$ cat src/sv/lts_pkg.sv
// ----------------------------------------------------------------------------
// lts_pkg
// types and constants shared by the lottery ticket scheduler
// ----------------------------------------------------------------------------
package lts_pkg;

	localparam int RND_W = 31;

	localparam logic OP_INSERT = 1'b0;
	localparam logic OP_DRAW   = 1'b1;

	localparam logic [1:0] ST_OK    = 2'd0;
	localparam logic [1:0] ST_FULL  = 2'd1;
	localparam logic [1:0] ST_EMPTY = 2'd2;

	typedef struct packed {
		logic             op;
		logic [15:0]      ticket_count;
		logic [RND_W-1:0] random_value;
	} req_t;

	typedef struct packed {
		logic [1:0]  status;
		logic [3:0]  winner_slot;
		logic [19:0] drawn_ticket;
		logic [15:0] winner_tickets;
		logic [19:0] ticket_total;
	} rsp_t;

	typedef enum logic [2:0] {
		S_IDLE,
		S_DIV,
		S_PRIME,
		S_WALK,
		S_DONE
	} state_t;

endpackage

$ cat src/sv/lottery_ticket_scheduler_top.sv
// ----------------------------------------------------------------------------
// lottery_ticket_scheduler_top
// lottery scheduler: job ticket table, running total and winner draw
// ----------------------------------------------------------------------------
// usage
// - request channel req / req_valid / req_stall: op insert adds a job with
//   ticket_count in the next free slot, op draw picks a winner using
//   random_value
// - response channel rsp / rsp_valid / rsp_stall: one transaction per request
// - insert, full table and empty draw finish in the accepting cycle; the
//   response is visible on the next cycle
// - a draw with tickets runs the modulo unit (one dividend bit per cycle),
//   primes the table read in S_PRIME, then walks the table newest to oldest
//   at one entry per cycle through the single ram read port
// - the block holds req_stall high while a draw is at work, so one request
//   is in flight at a time
// - the response sits in an output register; a new request is taken while
//   it waits only if the register frees in the same cycle
// - reset empties the table (job count and total cleared); ram contents are
//   not cleared, entries at or above the job count are never read
// - while rsp_stall is high the response holds and a finished draw waits
// ----------------------------------------------------------------------------
module lottery_ticket_scheduler_top #(
	parameter int MAX_JOBS    = 16,
	parameter int TICKET_BITS = 16
) (
	input  logic          clk,
	input  logic          arst_n,
	input  logic          req_valid,
	output logic          req_stall,
	input  lts_pkg::req_t req,
	output logic          rsp_valid,
	input  logic          rsp_stall,
	output lts_pkg::rsp_t rsp
);

	// widths that follow from the table size and ticket width
	localparam int IDX_W = $clog2(MAX_JOBS);
	localparam int CNT_W = $clog2(MAX_JOBS + 1);
	localparam int TOT_W = TICKET_BITS + IDX_W;

	// control state
	lts_pkg::state_t state_q, state_d;
	logic [CNT_W-1:0] job_cnt_q;
	logic [TOT_W-1:0] total_q;
	logic             rsp_valid_q;

	// draw working registers
	logic [TOT_W-1:0]       win_q;
	logic [TOT_W-1:0]       sum_q;
	logic [IDX_W-1:0]       addr_q;
	logic [IDX_W-1:0]       chk_q;
	logic [IDX_W-1:0]       slot_q;
	logic [TICKET_BITS-1:0] wtix_q;
	lts_pkg::rsp_t          rsp_q;

	// handshake and datapath nets
	logic                   out_free;
	logic                   accept;
	logic                   is_draw;
	logic                   tot_zero;
	logic                   full;
	logic [TICKET_BITS-1:0] tix;
	logic [TOT_W-1:0]       total_ins;
	logic                   mod_start;
	logic                   mod_done;
	logic [TOT_W-1:0]       mod_rem;
	logic                   ram_we;
	logic [TICKET_BITS-1:0] rd_data;
	logic [TOT_W-1:0]       sum_nx;
	logic                   hit;
	logic                   rsp_load;
	lts_pkg::rsp_t          rsp_d;

	// output register is free when empty or being taken this edge
	assign out_free = !rsp_valid_q || !rsp_stall;
	assign accept   = req_valid && !req_stall;
	assign is_draw  = req.op == lts_pkg::OP_DRAW;
	assign tot_zero = total_q == '0;
	assign full     = job_cnt_q == CNT_W'(MAX_JOBS);
	assign tix      = TICKET_BITS'(req.ticket_count);
	assign total_ins = total_q + TOT_W'(tix);

	// table walk: running sum against the winning ticket
	assign sum_nx = sum_q + TOT_W'(rd_data);
	assign hit    = sum_nx >= win_q;

	lts_mod #(
		.DIV_W(TOT_W)
	) u_mod (
		.clk     (clk),
		.arst_n  (arst_n),
		.start   (mod_start),
		.dividend(req.random_value),
		.divisor (total_q),
		.done    (mod_done),
		.rem     (mod_rem)
	);

	lts_ram #(
		.WIDTH(TICKET_BITS),
		.DEPTH(MAX_JOBS)
	) u_table (
		.clk  (clk),
		.we   (ram_we),
		.waddr(job_cnt_q[IDX_W-1:0]),
		.wdata(tix),
		.raddr(addr_q),
		.rdata(rd_data)
	);

	// next state
	always_comb begin
		state_d = state_q;
		case (state_q)
			lts_pkg::S_IDLE: begin
				if (accept && is_draw && !tot_zero) begin
					state_d = lts_pkg::S_DIV;
				end
			end
			lts_pkg::S_DIV: begin
				if (mod_done) begin
					state_d = lts_pkg::S_PRIME;
				end
			end
			lts_pkg::S_PRIME: begin
				state_d = lts_pkg::S_WALK;
			end
			lts_pkg::S_WALK: begin
				if (hit || chk_q == '0) begin
					state_d = lts_pkg::S_DONE;
				end
			end
			lts_pkg::S_DONE: begin
				if (out_free) begin
					state_d = lts_pkg::S_IDLE;
				end
			end
			default: begin
				state_d = lts_pkg::S_IDLE;
			end
		endcase
	end

	// fsm outputs
	always_comb begin
		req_stall = 1'b1;
		mod_start = 1'b0;
		ram_we    = 1'b0;
		rsp_load  = 1'b0;
		rsp_d     = '0;
		case (state_q)
			lts_pkg::S_IDLE: begin
				req_stall = !out_free;
				if (accept) begin
					if (!is_draw) begin
						// insert, or full table with the total unchanged
						rsp_load = 1'b1;
						if (full) begin
							rsp_d.status       = lts_pkg::ST_FULL;
							rsp_d.ticket_total = 20'(total_q);
						end else begin
							ram_we             = 1'b1;
							rsp_d.status       = lts_pkg::ST_OK;
							rsp_d.ticket_total = 20'(total_ins);
						end
					end else if (tot_zero) begin
						// draw with no tickets: all other fields zero
						rsp_load     = 1'b1;
						rsp_d.status = lts_pkg::ST_EMPTY;
					end else begin
						mod_start = 1'b1;
					end
				end
			end
			lts_pkg::S_DONE: begin
				rsp_load             = out_free;
				rsp_d.status         = lts_pkg::ST_OK;
				rsp_d.winner_slot    = 4'(slot_q);
				rsp_d.drawn_ticket   = 20'(win_q);
				rsp_d.winner_tickets = 16'(wtix_q);
				rsp_d.ticket_total   = 20'(total_q);
			end
			default: begin
				req_stall = 1'b1;
			end
		endcase
	end

	// control registers
	always_ff @(posedge clk or negedge arst_n) begin
		if (!arst_n) begin
			state_q     <= lts_pkg::S_IDLE;
			job_cnt_q   <= '0;
			total_q     <= '0;
			rsp_valid_q <= 1'b0;
		end else begin
			state_q <= state_d;
			if (ram_we) begin
				job_cnt_q <= job_cnt_q + 1'b1;
				total_q   <= total_ins;
			end
			if (rsp_load) begin
				rsp_valid_q <= 1'b1;
			end else if (!rsp_stall) begin
				rsp_valid_q <= 1'b0;
			end
		end
	end

	// draw datapath and response payload
	always_ff @(posedge clk) begin
		if (rsp_load) begin
			rsp_q <= rsp_d;
		end
		case (state_q)
			lts_pkg::S_DIV: begin
				if (mod_done) begin
					// winning ticket is remainder plus one, walk starts at newest job
					win_q  <= mod_rem + 1'b1;
					addr_q <= IDX_W'(job_cnt_q - 1'b1);
				end
			end
			lts_pkg::S_PRIME: begin
				sum_q  <= '0;
				chk_q  <= addr_q;
				addr_q <= addr_q - 1'b1;
			end
			lts_pkg::S_WALK: begin
				sum_q <= sum_nx;
				if (hit) begin
					slot_q <= chk_q;
					wtix_q <= rd_data;
				end else if (chk_q == '0) begin
					slot_q <= '0;
					wtix_q <= '0;
				end else begin
					chk_q  <= addr_q;
					addr_q <= addr_q - 1'b1;
				end
			end
			default: begin
				sum_q <= sum_q;
			end
		endcase
	end

	assign rsp_valid = rsp_valid_q;
	assign rsp       = rsp_q;

endmodule

$ cat src/sv/lts_ram.sv
// ----------------------------------------------------------------------------
// lts_ram
// generic single write, single read ram with registered read data
// ----------------------------------------------------------------------------
module lts_ram #(
	parameter int WIDTH = 16,
	parameter int DEPTH = 16
) (
	input  logic                     clk,
	input  logic                     we,
	input  logic [$clog2(DEPTH)-1:0] waddr,
	input  logic [WIDTH-1:0]         wdata,
	input  logic [$clog2(DEPTH)-1:0] raddr,
	output logic [WIDTH-1:0]         rdata
);

	logic [WIDTH-1:0] mem_q [DEPTH];
	logic [WIDTH-1:0] rdata_q;

	always_ff @(posedge clk) begin
		if (we) begin
			mem_q[waddr] <= wdata;
		end
		rdata_q <= mem_q[raddr];
	end

	assign rdata = rdata_q;

endmodule

$ cat src/sv/lts_mod.sv
// ----------------------------------------------------------------------------
// lts_mod
// restoring modulo unit, one dividend bit per cycle
// ----------------------------------------------------------------------------
module lts_mod #(
	parameter int DIV_W = 20
) (
	input  logic                      clk,
	input  logic                      arst_n,
	input  logic                      start,
	input  logic [lts_pkg::RND_W-1:0] dividend,
	input  logic [DIV_W-1:0]          divisor,
	output logic                      done,
	output logic [DIV_W-1:0]          rem
);

	localparam int STEP_W = $clog2(lts_pkg::RND_W);

	logic                      busy_q;
	logic                      done_q;
	logic [STEP_W-1:0]         cnt_q;
	logic [lts_pkg::RND_W-1:0] dvd_q;
	logic [DIV_W-1:0]          dvs_q;
	logic [DIV_W-1:0]          rem_q;

	logic [DIV_W:0]   trial;
	logic             ge;
	logic [DIV_W-1:0] rem_nx;

	// shift in the next dividend bit, subtract when it fits
	always_comb begin
		trial  = {rem_q, dvd_q[lts_pkg::RND_W-1]};
		ge     = trial >= {1'b0, dvs_q};
		rem_nx = ge ? DIV_W'(trial - {1'b0, dvs_q}) : DIV_W'(trial);
	end

	always_ff @(posedge clk or negedge arst_n) begin
		if (!arst_n) begin
			busy_q <= 1'b0;
			done_q <= 1'b0;
			cnt_q  <= '0;
		end else begin
			done_q <= 1'b0;
			if (start) begin
				busy_q <= 1'b1;
				cnt_q  <= '0;
			end else if (busy_q) begin
				cnt_q <= cnt_q + 1'b1;
				if (cnt_q == STEP_W'(lts_pkg::RND_W - 1)) begin
					busy_q <= 1'b0;
					done_q <= 1'b1;
				end
			end
		end
	end

	always_ff @(posedge clk) begin
		if (start) begin
			rem_q <= '0;
			dvd_q <= dividend;
			dvs_q <= divisor;
		end else if (busy_q) begin
			rem_q <= rem_nx;
			dvd_q <= dvd_q << 1;
		end
	end

	assign done = done_q;
	assign rem  = rem_q;

endmodule

$ cat config.mk
export PLATFORM = sky130hd
export DESIGN_NAME = lottery_ticket_scheduler_top
export DESIGN_NICKNAME = d
export VERILOG_FILES = /design/src/sv/lts_pkg.sv /design/src/sv/lottery_ticket_scheduler_top.sv /design/src/sv/lts_ram.sv /design/src/sv/lts_mod.sv
export SDC_FILE = /design/constraint.sdc
export NUM_CORES = 1
export LEC_CHECK = 0
export BUFFER_PORTS_ARGS = -buffer_cell sky130_fd_sc_hd__buf_2
export CORE_ASPECT_RATIO = 0.75
export CORE_MARGIN = 2
export CORE_UTILIZATION = 30
export CTS_CLUSTER_SIZE = 16
export DETAILED_ROUTE_END_ITERATION = 6
export GPL_ROUTABILITY_DRIVEN = 0
export MAX_ROUTING_LAYER = met4
export SLEW_MARGIN = 0
export SYNTH_ARGS = -nofsm -noshare
export SYNTH_HDL_FRONTEND = slang
export SYNTH_SLANG_ARGS = --single-unit
$ cat constraint.sdc
create_clock -name clk -period 23.8 [get_ports clk]
set_clock_uncertainty 0.2 [all_clocks]
set_input_delay 7.14 -clock clk [delete_from_list [all_inputs] [get_ports clk]]
set_output_delay 7.14 -clock clk [all_outputs]
set_load 0.005 [all_outputs]
# Word level (Yosys, flattened, before mapping)
# Memories as Yosys holds them, arrays and structs flattened. A register that Yosys moved wholly into a read port is not among the register bits.
# Index checks and enable logic that the tools add are counted.
[totals]
ram_bits = 256
input_bits = 52
regBits = 237
mem_count = 1
[mem_list]
columns = ["name", "depth", "word_bits", "rd", "rd_clocked_by_memory_dff", "wr", "line", "text"]
rows = [
  ["u_table.mem_q", 16, 16, 1, 1, 1, "lts_ram.sv:17", "logic [WIDTH-1:0] mem_q [DEPTH];"],
]
[op_classes]
muxes = 52
eq_ne = 13
n_lt_le_gt_ge = 2
reduce_logical = 23
add_sub_neg = 8
[op_table]
columns = ["cell", "count"]
rows = [
  ["20-bit two-way mux", 4],
  ["20-bit case mux with 2 select lines", 2],
  ["31-bit two-way mux", 2],
  ["20-bit by 16-bit adder with 20-bit output", 2],
  ["16-bit two-way mux", 2],
  ["4-bit two-way mux", 7],
  ["1-bit two-way mux", 23],
  ["21-bit by 20-bit greater-or-equal comparator with 1-bit output", 1],
  ["20-bit by 1-bit adder with 20-bit output (second input constant)", 1],
  ["20-bit greater-or-equal comparator", 1],
  ["20-bit zero test", 1],
  ["20-bit subtractor", 1],
  ["3-bit case mux with 5 select lines", 1],
  ["3-bit two-way mux", 4],
  ["4-bit case mux with 3 select lines", 1],
  ["5-bit by 1-bit adder with 5-bit output (second input constant)", 2],
  ["5-bit equality test (second input constant)", 2],
  ["5-bit two-way mux", 2],
  ["2-bit != test (second input constant)", 5],
  ["4-bit case mux with 2 select lines", 1],
  ["4-bit AND reduction", 2],
  ["4-bit by 1-bit subtractor with 4-bit output (second input constant)", 2],
  ["3-bit by 2-bit equality test with 1-bit output (second input constant)", 2],
  ["2-bit AND reduction", 3],
  ["other kinds (13)", 24],
]

# Longest topological paths before layout
# Gate-level depths: netlist (run 1).
[depth]
word_depth = 10
depth_mapped = 17
depth_no_buf = 17

# Hierarchy
# From an unflattened synthesis (run 1), not the netlist that was laid out.
[hier_totals]
cells_unflattened = 1585
hier_area_um2 = 23078.4
[by_module_without_submodules]
columns = ["mod", "area_per_inst_um2", "seq_area_each_um2", "cells_per_inst", "n_inst"]
rows = [
  ["lts_ram", 10042.1, 8007.7, 432, 1],
  ["lottery_ticket_scheduler_top", 8659.6, 4629.4, 755, 1],
  ["lts_mod", 4376.7, 2107.0, 398, 1],
]

# Worst setup path before layout (run 1)
# No wires, ideal clock.
[synth_path]
path_kind = "input to register"
startpoint = "input req[47] (netlist name)"
endpoint = "register rsp_q (netlist bit rsp[0]), enable pin"
arrival_time_ps = 17110
stages = 3
t_required_ps = 22781
setup_slack_ps = 5671
cell_sequence = "o21ai_0 -> a21oi_1 -> a2111oi_0"
[synth_between]
elab_chain_cells = 3
[synth_rtl]
columns = ["item", "line", "text"]
rows = [
  ["start: declaration", "lottery_ticket_scheduler_top.sv:31", "input lts_pkg::req_t req,"],
  ["1-bit two-way mux", "lottery_ticket_scheduler_top.sv:156", "if (!is_draw) begin"],
  ["1-bit two-way mux", "lottery_ticket_scheduler_top.sv:155", "if (accept) begin"],
  ["1-bit case mux with 2 select lines", "lottery_ticket_scheduler_top.sv:152", "case (state_q)"],
  ["via rsp_load", "lottery_ticket_scheduler_top.sv:72", "logic rsp_load;"],
  ["end signal: assignment", "lottery_ticket_scheduler_top.sv:214", "rsp_q <= rsp_d;"],
  ["end: declaration", "lottery_ticket_scheduler_top.sv:55", "lts_pkg::rsp_t rsp_q;"],
]
# The timed path passes the listed nets, and every way through them passes these cells.
# A chain may end at the register's enable or synchronous reset.

# Worst setup path in the final report (run 1)
[layout_path]
startpoint = "input rsp_stall"
endpoint = "output req_stall"
[layout_between]
elab_chain_cells = 4
[layout_rtl]
columns = ["item", "line", "text"]
rows = [
  ["start: declaration", "lottery_ticket_scheduler_top.sv:33", "input logic rsp_stall,"],
  ["1-bit zero test", "n/a", ""],
  ["1-bit logical OR", "lottery_ticket_scheduler_top.sv:76", "assign out_free = !rsp_valid_q || !rsp_stall;"],
  ["1-bit zero test", "lottery_ticket_scheduler_top.sv:154", "req_stall = !out_free;"],
  ["1-bit two-way mux", "lottery_ticket_scheduler_top.sv:152", ""],
  ["end: declaration", "lottery_ticket_scheduler_top.sv:30", "output logic req_stall,"],
]
# No other way between the ends.

==> results of run 1 <==
[worst max path at each step]
stage	start	to	slack, ps	cells after the start
5_1_grt	rsp_stall	req_stall	8400	4
4_1_cts	rsp_stall	req_stall	8490	4
2_1_floorplan	req[47]	rsp[0]	5670	3
3_3_place_gp	rsp_stall	req_stall	8490	4
6_report	rsp_stall	req_stall	8510	4
3_5_place_dp	rsp_stall	req_stall	8490	4
[state kept, by name, indices dropped and copies added (netlist names), 20 cells and up]
| name | cells |
|---|---|
| u_mod.dvs_q | 20 |
| win_q | 20 |
| u_table.mem_q | 256 |
| total_q | 20 |
| rsp | 62 |
| u_mod.dvd_q | 31 |
| u_mod.rem | 20 |
| sum_q | 20 |
[per-stage QoR]
| stage | instance area, um2 | power (uW) | setup WS, ps | hold slack (ps) | std cells |
|---|---|---|---|---|---|
| after CTS | 26350 | 2696 | 8491 | 269.6 | 2818 |
| after global routing | 26360 | 2827 | 8396 | 302.9 | 2820 |
| after floorplan | 22900 | 1699 | 5671 | 223.1 | 1625 |
| after global placement | 24740 | 1876 | 8487 | 255.4 | 2729 |
| after detailed placement | 24740 | 1900 | 8489 | 261.4 | 2729 |
| final | 26360 | 2683 | 8507 | 274.5 | 2820 |
[report_power, final]
group | internal (uW) | switching [uW]
combinational | 277 | 414
sequential | 1100 | 105
clock | 450 | 338
total | 1830 | 857
[synth_stat cells, types with 6 or more instances]
cell type  count  area share
nand2b_1      11      0.0030
nand2_1      215       0.035
a211oi_1      14      0.0046
nor2_1        63       0.010
nor3_1        13      0.0028
mux4_2        80       0.079
dfxtp_1       36       0.031
a31oi_1       18      0.0049
o21bai_1       9      0.0029
nand3_1       26      0.0057
dfrtp_1       36       0.039
a21o_1        29      0.0095
nor2b_1       39       0.011
a21boi_0       6      0.0020
nand4_1       18      0.0049
and2_1        43       0.012
edfxtp_1     437        0.57
and3_1        22      0.0060
nor3b_1       10      0.0033
clkbuf_1      37      0.0061
inv_1         66       0.011
mux2i_1       14      0.0061
o211ai_1      10      0.0033
o21ai_0       47       0.010
buf_2         17      0.0037
a21oi_1       69       0.015
xor2_1        27       0.010
ha_1          80       0.044
xnor2_1       37       0.014
o21a_1         8      0.0026
nor4_1        11      0.0030
[metal layers]
| layer | track usage | part of all wire | vias up |
|---|---|---|---|
| li1 | - | - | 6392 |
| met1 | 0.2079 | 0.48 | 6948 |
| met2 | 0.2021 | 0.43 | 445 |
| met3 | 0.02876 | 0.070 | 88 |
| met4 | 0.03803 | 0.022 | 0 |
| met5 | - | 0 | - |
[placed cells by master (no fill, tap or decap), types with 17 or more instances in the layout]
| master | n |
|---|---|
| nand2_1 | 215 |
| a31oi_1 | 17 |
| xnor2_1 | 37 |
| ha_1 | 80 |
| dfxtp_1 | 36 |
| nand3_1 | 26 |
| o21ai_0 | 47 |
| nor2_1 | 63 |
| nor2b_1 | 39 |
| a21o_1 | 29 |
| and3_1 | 22 |
| mux4_2 | 80 |
| xor2_1 | 27 |
| inv_1 | 66 |
| buf_4 | 26 |
| dfrtp_1 | 36 |
| a21oi_1 | 68 |
| clkbuf_16 | 50 |
| buf_2 | 115 |
| nand4_1 | 18 |
| edfxtp_1 | 437 |
| and2_1 | 43 |
[cell type report]
class / count / area, um2
fill: 7351 / 48970
sequential: 509 / 14740
multi-input combinational: 987 / 7685
clock buffer: 69 / 1383
tap: 1023 / 1280
timing repair buffer: 141 / 770.7
inverter: 69 / 259.0
clock inverter: 20 / 231.5
antenna: 2 / 5.005
[cell families after synthesis]
kind of cell	count (synthesis)
compound gates	253
xor+xnor	64
fa+ha+maj	83
buf+inv	129
flops	509
mux	95
simple gates	492
==> flow_metrics.py, run 1 <==
metrics = {
    "die": {
        "rows": 87,
        "die_h_um": 243.3,
        "io_pins": 116,
        "coreArea_um2": 75330,
        "die_w_um": 323.0,
        "start_util": 0.3040,
        "dieArea_um2": 78590,
    },
    "worst_setup_path": {
        "rr_worst_depth": 17,
        "max_stage_delay_ps": 460,
        "slowest_stage": "a2111oi_2",
        "cp-start-kind": "input pin",
        "path_max_fanout": 4,
        "cp_num_buf_inv": 3,
        "endpoint_kind": "primary output",
        "r2r-start": "u_table.rdata[0]",
        "path_common_cell": "buf_2",
        "ff2ff_setup_slack_ps": 18630,
        "required_ps": 16460,
        "cp.arrival_ps": 7950,
        "cp_cell_sequence": "buf_2 > a2111oi_2 > inv_1 > buf_2",
        "crit_family": "compound AO/OA/AOI/OAI gates",
        "rr_endpoint": "addr_q[3]",
        "crit_type": "in -> out",
    },
    "sta": {
        "fin_crit_ps": 15290,
        "tightest_slew_ps": 1222,
        "final_max_slew_viol_count": 0,
        "setup_tns_ps": 0,
        "max_freq_mhz": 65.39,
        "max_slew_margin": 0.1851,
        "hold_violations": 0,
        "post-route-period-util": 0.6426,
        "final-setup-viol-count": 0,
        "rsz0062_at_grt": "no",
    },
    "synthesis": {
        "ys_seq_area_frac": 0.6438,
        "synth.distinct_cells": 81,
        "synth_compound_gate_area_share": 0.07293,
        "muxShareOfSynthArea": 0.08528,
        "synth_edf_count": 437,
        "netlist_instances": 1625,
        "synth_top_family_by_area": "simple AND/OR/NAND/NOR gates",
        "synthAdderAreaFrac": 0.04633,
        "ys_ff_latch": 509,
        "synth_area_um2": 22900,
        "synth_xor_xnor_area_share": 0.02448,
        "yosys.area_share.simple": 0.1042,
        "yosys_most_used_dff": "edfxtp_1",
        "synth_warnings": 0,
        "synth.avg_cell_area_um2": 14.09,
        "mappedNetlistNets": 1760,
        "synthArstFlopShare": 0.07073,
    },
    "global_route": {
        "grt_pass1_vias": 13726,
        "track_usage": 0.1429,
        "grt_max_degree": 68,
        "grt_pass1_wl_um": 83480,
        "antenna_found_initial": 7,
        "grt_overflow": 0,
    },
    "clocking": {
        "clk_pin_slew_ps": 60,
        "cts_buffers": 49,
        "cts_setup_buffers": 0,
        "cts_tree": "built",
        "h-tree-depth": 2,
        "clk_latency_ps": 600,
        "clkSinkCount": 509,
        "clockBufferDepth": 3,
        "cts_hold_buf": 0,
        "post_cts_resized": 0,
        "root_buffer": "clkbuf_16",
    },
    "worst_hold_path": {
        "min_from": "job_cnt_q[4]",
        "hold_depth": 1,
        "min_path_type": "reg -> reg",
        "hold_end": "job_cnt_q[4]",
    },
    "layout": {
        "finish.net_count": 1892,
        "synthToLayoutAreaGrowth_pct": 15.09,
        "drive_above_1_share": 0.1788,
        "final_util": 0.3499,
    },
    "drt": {
        "first_pass_iters": 6,
        "num_vias": 13873,
        "ant_nets": 0,
        "first_iter_violations": 1428,
        "post_drt_via_cell_ratio": 4.920,
        "drc": 0,
        "wl_per_cell_um": 19.43,
        "routed_wl_um": 54790,
    },
    "placement": {
        "port_buffers": 115,
        "hpwl_um": 37600,
    },
    "power": {
        "p_leak_uw": 0.009728,
        "ir_drop_v": 0.00005897,
        "powerDensity_nw_per_um2": 101.8,
    },
    "outcome": {
        "run_status": "finished, final reports clean",
    },
    "job": {
        "maxCapViolations": 0,
    },
}
No activity file was read; power rests on OpenSTA's default activity.
==> run 2, diff against run 1 <==
- clock period: 23.8 -> 14.4 ns (I/O delays scaled with it)
==> flow_metrics.py, run 2 (synthesis results as in run 1) <==
metrics = {
    "layout": {
        "regArea_um2": 14740,
        "num-fill-cells": 7264,
        "regMostFlops": "u_table.mem_q",
        "multiInputGateArea_um2": 7685,
        "drive_above_1_share": 0.1764,
        "finish.net_count": 1885,
        "mostFrequentLayoutCell": "edfxtp_1",
        "fin_cells": 2815,
        "final_cell_mix": "437 x edfxtp_1, 215 x nand2_1, 115 x buf_2",
        "largest_reg_flops": 256,
        "synthToLayoutAreaGrowth_pct": 14.94,
    },
    "clocking": {
        "clk_pin_slew_ps": 60,
        "cts_tree": "built",
        "root_buffer": "clkbuf_16",
        "post_cts_resized": 0,
        "cts_buffers": 49,
        "cts_hold_buf": 0,
        "clk_latency_ps": 600,
        "clkSinkCount": 509,
        "clockBufferDepth": 3,
        "cts_setup_buffers": 0,
        "h-tree-depth": 2,
    },
    "sta": {
        "max_slew_margin": 0.1801,
        "final_max_slew_viol_count": 0,
        "final-setup-viol-count": 0,
        "setup_tns_ps": 0,
        "hold_violations": 0,
        "tightest_slew_ps": 1228,
        "post-route-period-util": 0.6723,
        "max_freq_mhz": 103.3,
        "fin_crit_ps": 9681,
        "hold_ws_ps": 271.5,
        "rsz0062_at_grt": "no",
    },
    "worst_setup_path": {
        "ff2ff_setup_slack_ps": 9180,
        "crit_type": "in -> out",
        "cp.arrival_ps": 5160,
        "max_stage_delay_ps": 490,
        "endpoint_kind": "primary output",
        "path_common_cell": "buf_2",
        "cp_num_buf_inv": 3,
        "path_depth": 4,
        "slowest_stage": "a2111oi_2",
        "path_max_fanout": 4,
        "required_ps": 9880,
        "cp_cell_sequence": "buf_2 > a2111oi_2 > inv_1 > buf_2",
        "cp-start-kind": "input pin",
        "rr_worst_depth": 15,
        "crit_family": "compound AO/OA/AOI/OAI gates",
    },
    "drt": {
        "post_drt_via_cell_ratio": 4.927,
        "drc": 0,
        "ant_nets": 0,
        "wl_per_cell_um": 19.55,
        "num_vias": 13870,
        "first_iter_violations": 1362,
        "routed_wl_um": 55040,
        "first_pass_iters": 6,
    },
    "global_route": {
        "antenna_found_initial": 6,
        "grt_pass1_vias": 13559,
        "grt_max_degree": 68,
        "track_usage": 0.1426,
        "grt_overflow": 0,
        "grt_pass1_wl_um": 82990,
    },
    "power": {
        "powerDensity_nw_per_um2": 168.6,
        "p_leak_uw": 0.009715,
        "ir_drop_v": 0.00009591,
    },
    "job": {
        "maxCapViolations": 0,
    },
    "die": {
        "die_h_um": 243.3,
        "start_util": 0.3040,
        "rows": 87,
        "coreArea_um2": 75330,
        "die_w_um": 323.0,
        "io_pins": 116,
        "dieArea_um2": 78590,
    },
    "outcome": {
        "run_status": "finished, final reports clean",
    },
    "placement": {
        "placed_cells": 2722,
        "hpwl_um": 37380,
        "port_buffers": 115,
    },
    "worst_hold_path": {
        "min_path_type": "reg -> reg",
        "hold_depth": 1,
    },
}
==> run 2: changes by cell type in the layout (fill, tap and decap cells not counted), sizes merged <==
cell,before,now
diode,2,1
clkbuf,69,65
clkinvlp,4,1
clkinv,12,19
buf,141,134
inv,69,72
==> run 2: layout make-up <==
cell class	instances	area share
flip-flops and latches	509	0.5601
multi-input cells	987	0.2919
clock buffers	65	0.05195
well taps	1023	0.04862
repair buffers	134	0.02728
clock inverters	27	0.01017
inverters	69	0.009839
diodes	1	0.00009506
==> run 2: per-layer routing <==
metal,up-vias,global-route usage,part of all wire
li1,6382,-,-
met1,6936,0.2121,0.48
met2,477,0.2027,0.43
met3,75,0.02078,0.069
met4,0,0.03694,0.019
met5,-,-,0
==> run 2: final timing paths <==
path                             startpoint           end
min reg2reg                    job_cnt_q[4]  job_cnt_q[4]
max in group asynchronous            arst_n    state_q[1]
min                            job_cnt_q[4]  job_cnt_q[4]
min in group asynchronous            arst_n    total_q[4]
max                               rsp_stall     req_stall
max reg2reg                u_table.rdata[0]     wtix_q[7]
==> run 2: power by group <==
part	internal, uW	leakage, uW	switching (uW)
Clock	745	0.000802	560
Sequential	1820	0.00478	178
Combinational	456	0.00414	681
==> run 2: worst register-to-register path, stage by stage, from the launching register on <==
cell and delay, ps:
dfxtp_1 400, ha_1 220, fa_1 220, a21o_1 140
a21oi_1 140, o32ai_1 660, o221ai_1 310, a21oi_1 300
mux2i_1 260, nand2_1 110, ha_1 320, nand4_1 130
o21ai_0 240, a31oi_2 50, buf_4 220, a21oi_2 900
==> run 2: per-stage QoR <==
step | cell area, um2 | setup WS [ps] | utilization | total power, uW
after floorplan | 22900 | 2164 | - | 2805
after global placement | 24690 | 4746 | 0.3277 | 3103
after detailed placement | 24690 | 4705 | 0.3277 | 3139
after CTS | 26320 | 4702 | 0.3494 | 4457
after global routing | 26320 | 4638 | 0.3494 | 4671
final | 26320 | 4719 | 0.3495 | 4437
==> run 3, diff against run 2 <==
- clock period: 14.4 -> 8.85 ns (I/O delays scaled with it)
==> flow_metrics.py, run 3 (synthesis results as in run 1) <==
metrics = {
    "layout": {
        "final_cell_mix": "437 x edfxtp_1, 215 x nand2_1, 115 x buf_2",
        "drive_above_1_share": 0.1756,
        "finish.net_count": 1887,
        "largest_reg_flops": 256,
        "regMostFlops": "u_table.mem_q",
        "mostFrequentLayoutCell": "edfxtp_1",
        "synthToLayoutAreaGrowth_pct": 15.23,
    },
    "global_route": {
        "grt_pass1_vias": 13563,
        "grt_max_degree": 68,
        "track_usage": 0.1447,
        "grt_pass1_wl_um": 83900,
        "antenna_found_initial": 8,
        "grt_overflow": 0,
    },
    "drt": {
        "drc": 0,
        "first_pass_iters": 5,
        "num_vias": 13872,
        "first_iter_violations": 1144,
        "ant_nets": 0,
        "routed_wl_um": 55350,
        "post_drt_via_cell_ratio": 4.919,
        "wl_per_cell_um": 19.63,
    },
    "sta": {
        "setup_tns_ps": 0,
        "hold_violations": 0,
        "rsz0062_at_grt": "no",
        "fin_crit_ps": 6376,
        "max_slew_margin": 0.1911,
        "max_freq_mhz": 156.8,
        "hold_ws_ps": 272.1,
        "final_max_slew_viol_count": 0,
        "final-setup-viol-count": 0,
        "post-route-period-util": 0.7204,
        "tightest_slew_ps": 1212,
    },
    "clocking": {
        "post_cts_resized": 0,
        "cts_tree": "built",
        "root_buffer": "clkbuf_16",
        "clk_pin_slew_ps": 60,
        "clkSinkCount": 509,
        "cts_hold_buf": 0,
        "h-tree-depth": 2,
        "cts_buffers": 51,
        "clockBufferDepth": 3,
        "clk_latency_ps": 600,
        "cts_setup_buffers": 0,
    },
    "die": {
        "die_h_um": 243.3,
        "dieArea_um2": 78590,
        "coreArea_um2": 75330,
        "io_pins": 116,
        "start_util": 0.3040,
        "die_w_um": 323.0,
        "rows": 87,
    },
    "worst_setup_path": {
        "worstSetupStartpoint": "rsp_stall",
        "r2r-start": "u_table.rdata[0]",
        "crit_type": "in -> out",
        "required_ps": 6000,
        "path_max_fanout": 4,
        "ff2ff_setup_slack_ps": 3590,
        "cp.arrival_ps": 3520,
        "cp-start-kind": "input pin",
        "endpoint_kind": "primary output",
    },
    "power": {
        "ir_drop_v": 0.0001490,
        "powerDensity_nw_per_um2": 275.6,
        "p_leak_uw": 0.009731,
    },
    "placement": {
        "hpwl_um": 38360,
        "port_buffers": 115,
    },
    "outcome": {
        "run_status": "finished, final reports clean",
    },
    "worst_hold_path": {
        "min_from": "job_cnt_q[4]",
        "min_path_type": "reg -> reg",
    },
    "job": {
        "maxCapViolations": 0,
    },
}
[run 3: final timing paths]
check	endpoint	cells past startpoint
setup / recovery	req_stall	4
hold / removal	job_cnt_q[4]	1
setup reg to reg	wtix_q[8]	15
hold reg to reg	job_cnt_q[4]	1
max in group asynchronous	state_q[0]	1
min in group asynchronous	total_q[0]	1
[run 3: routing by layer]
layer	share of wire	GRT usage
met1	0.47	0.2086
met2	0.43	0.2049
met3	0.087	0.03358
met4	0.020	0.03584
met5	0	-
[run 3: critical path: stages]
cell and delay (ps):
buf_2 140, a2111oi_2 500, inv_1 80, buf_2 140
[run 3: through the flow]
step / total power (uW) / setup slack (ps) / std cells / instance area [um2] / utilization
after detailed placement: 5125 / 2364 / 2722 / 24700 / 0.3279
after CTS: 7305 / 2482 / 2817 / 26380 / 0.3502
final: 7273 / 2474 / 2820 / 26390 / 0.3503
after floorplan: 4561 / 1389 / 1625 / 22910 / -
after global placement: 5064 / 2492 / 2722 / 24700 / 0.3279
after global routing: 7660 / 2417 / 2820 / 26390 / 0.3503
[run 3: where the power goes]
part           internal, uW  total (uW)  switching (uW)  leakage [uW]
combinational           744        1860            1120       0.00414
clock                  1260        2170             905      0.000818
sequential             2960        3250             289       0.00478
total                  4960        7270            2310       0.00973
[run 3: layout make-up]
type                       count  area, um2
timing repair buffer         134      718.2
tap                         1023       1280
inverter                      69      259.0
multi-input combinational    987       7697
antenna                        3      7.507
clock inverter                28      276.5
fill                        7318      48940
sequential                   509      14740
clock buffer                  67       1406
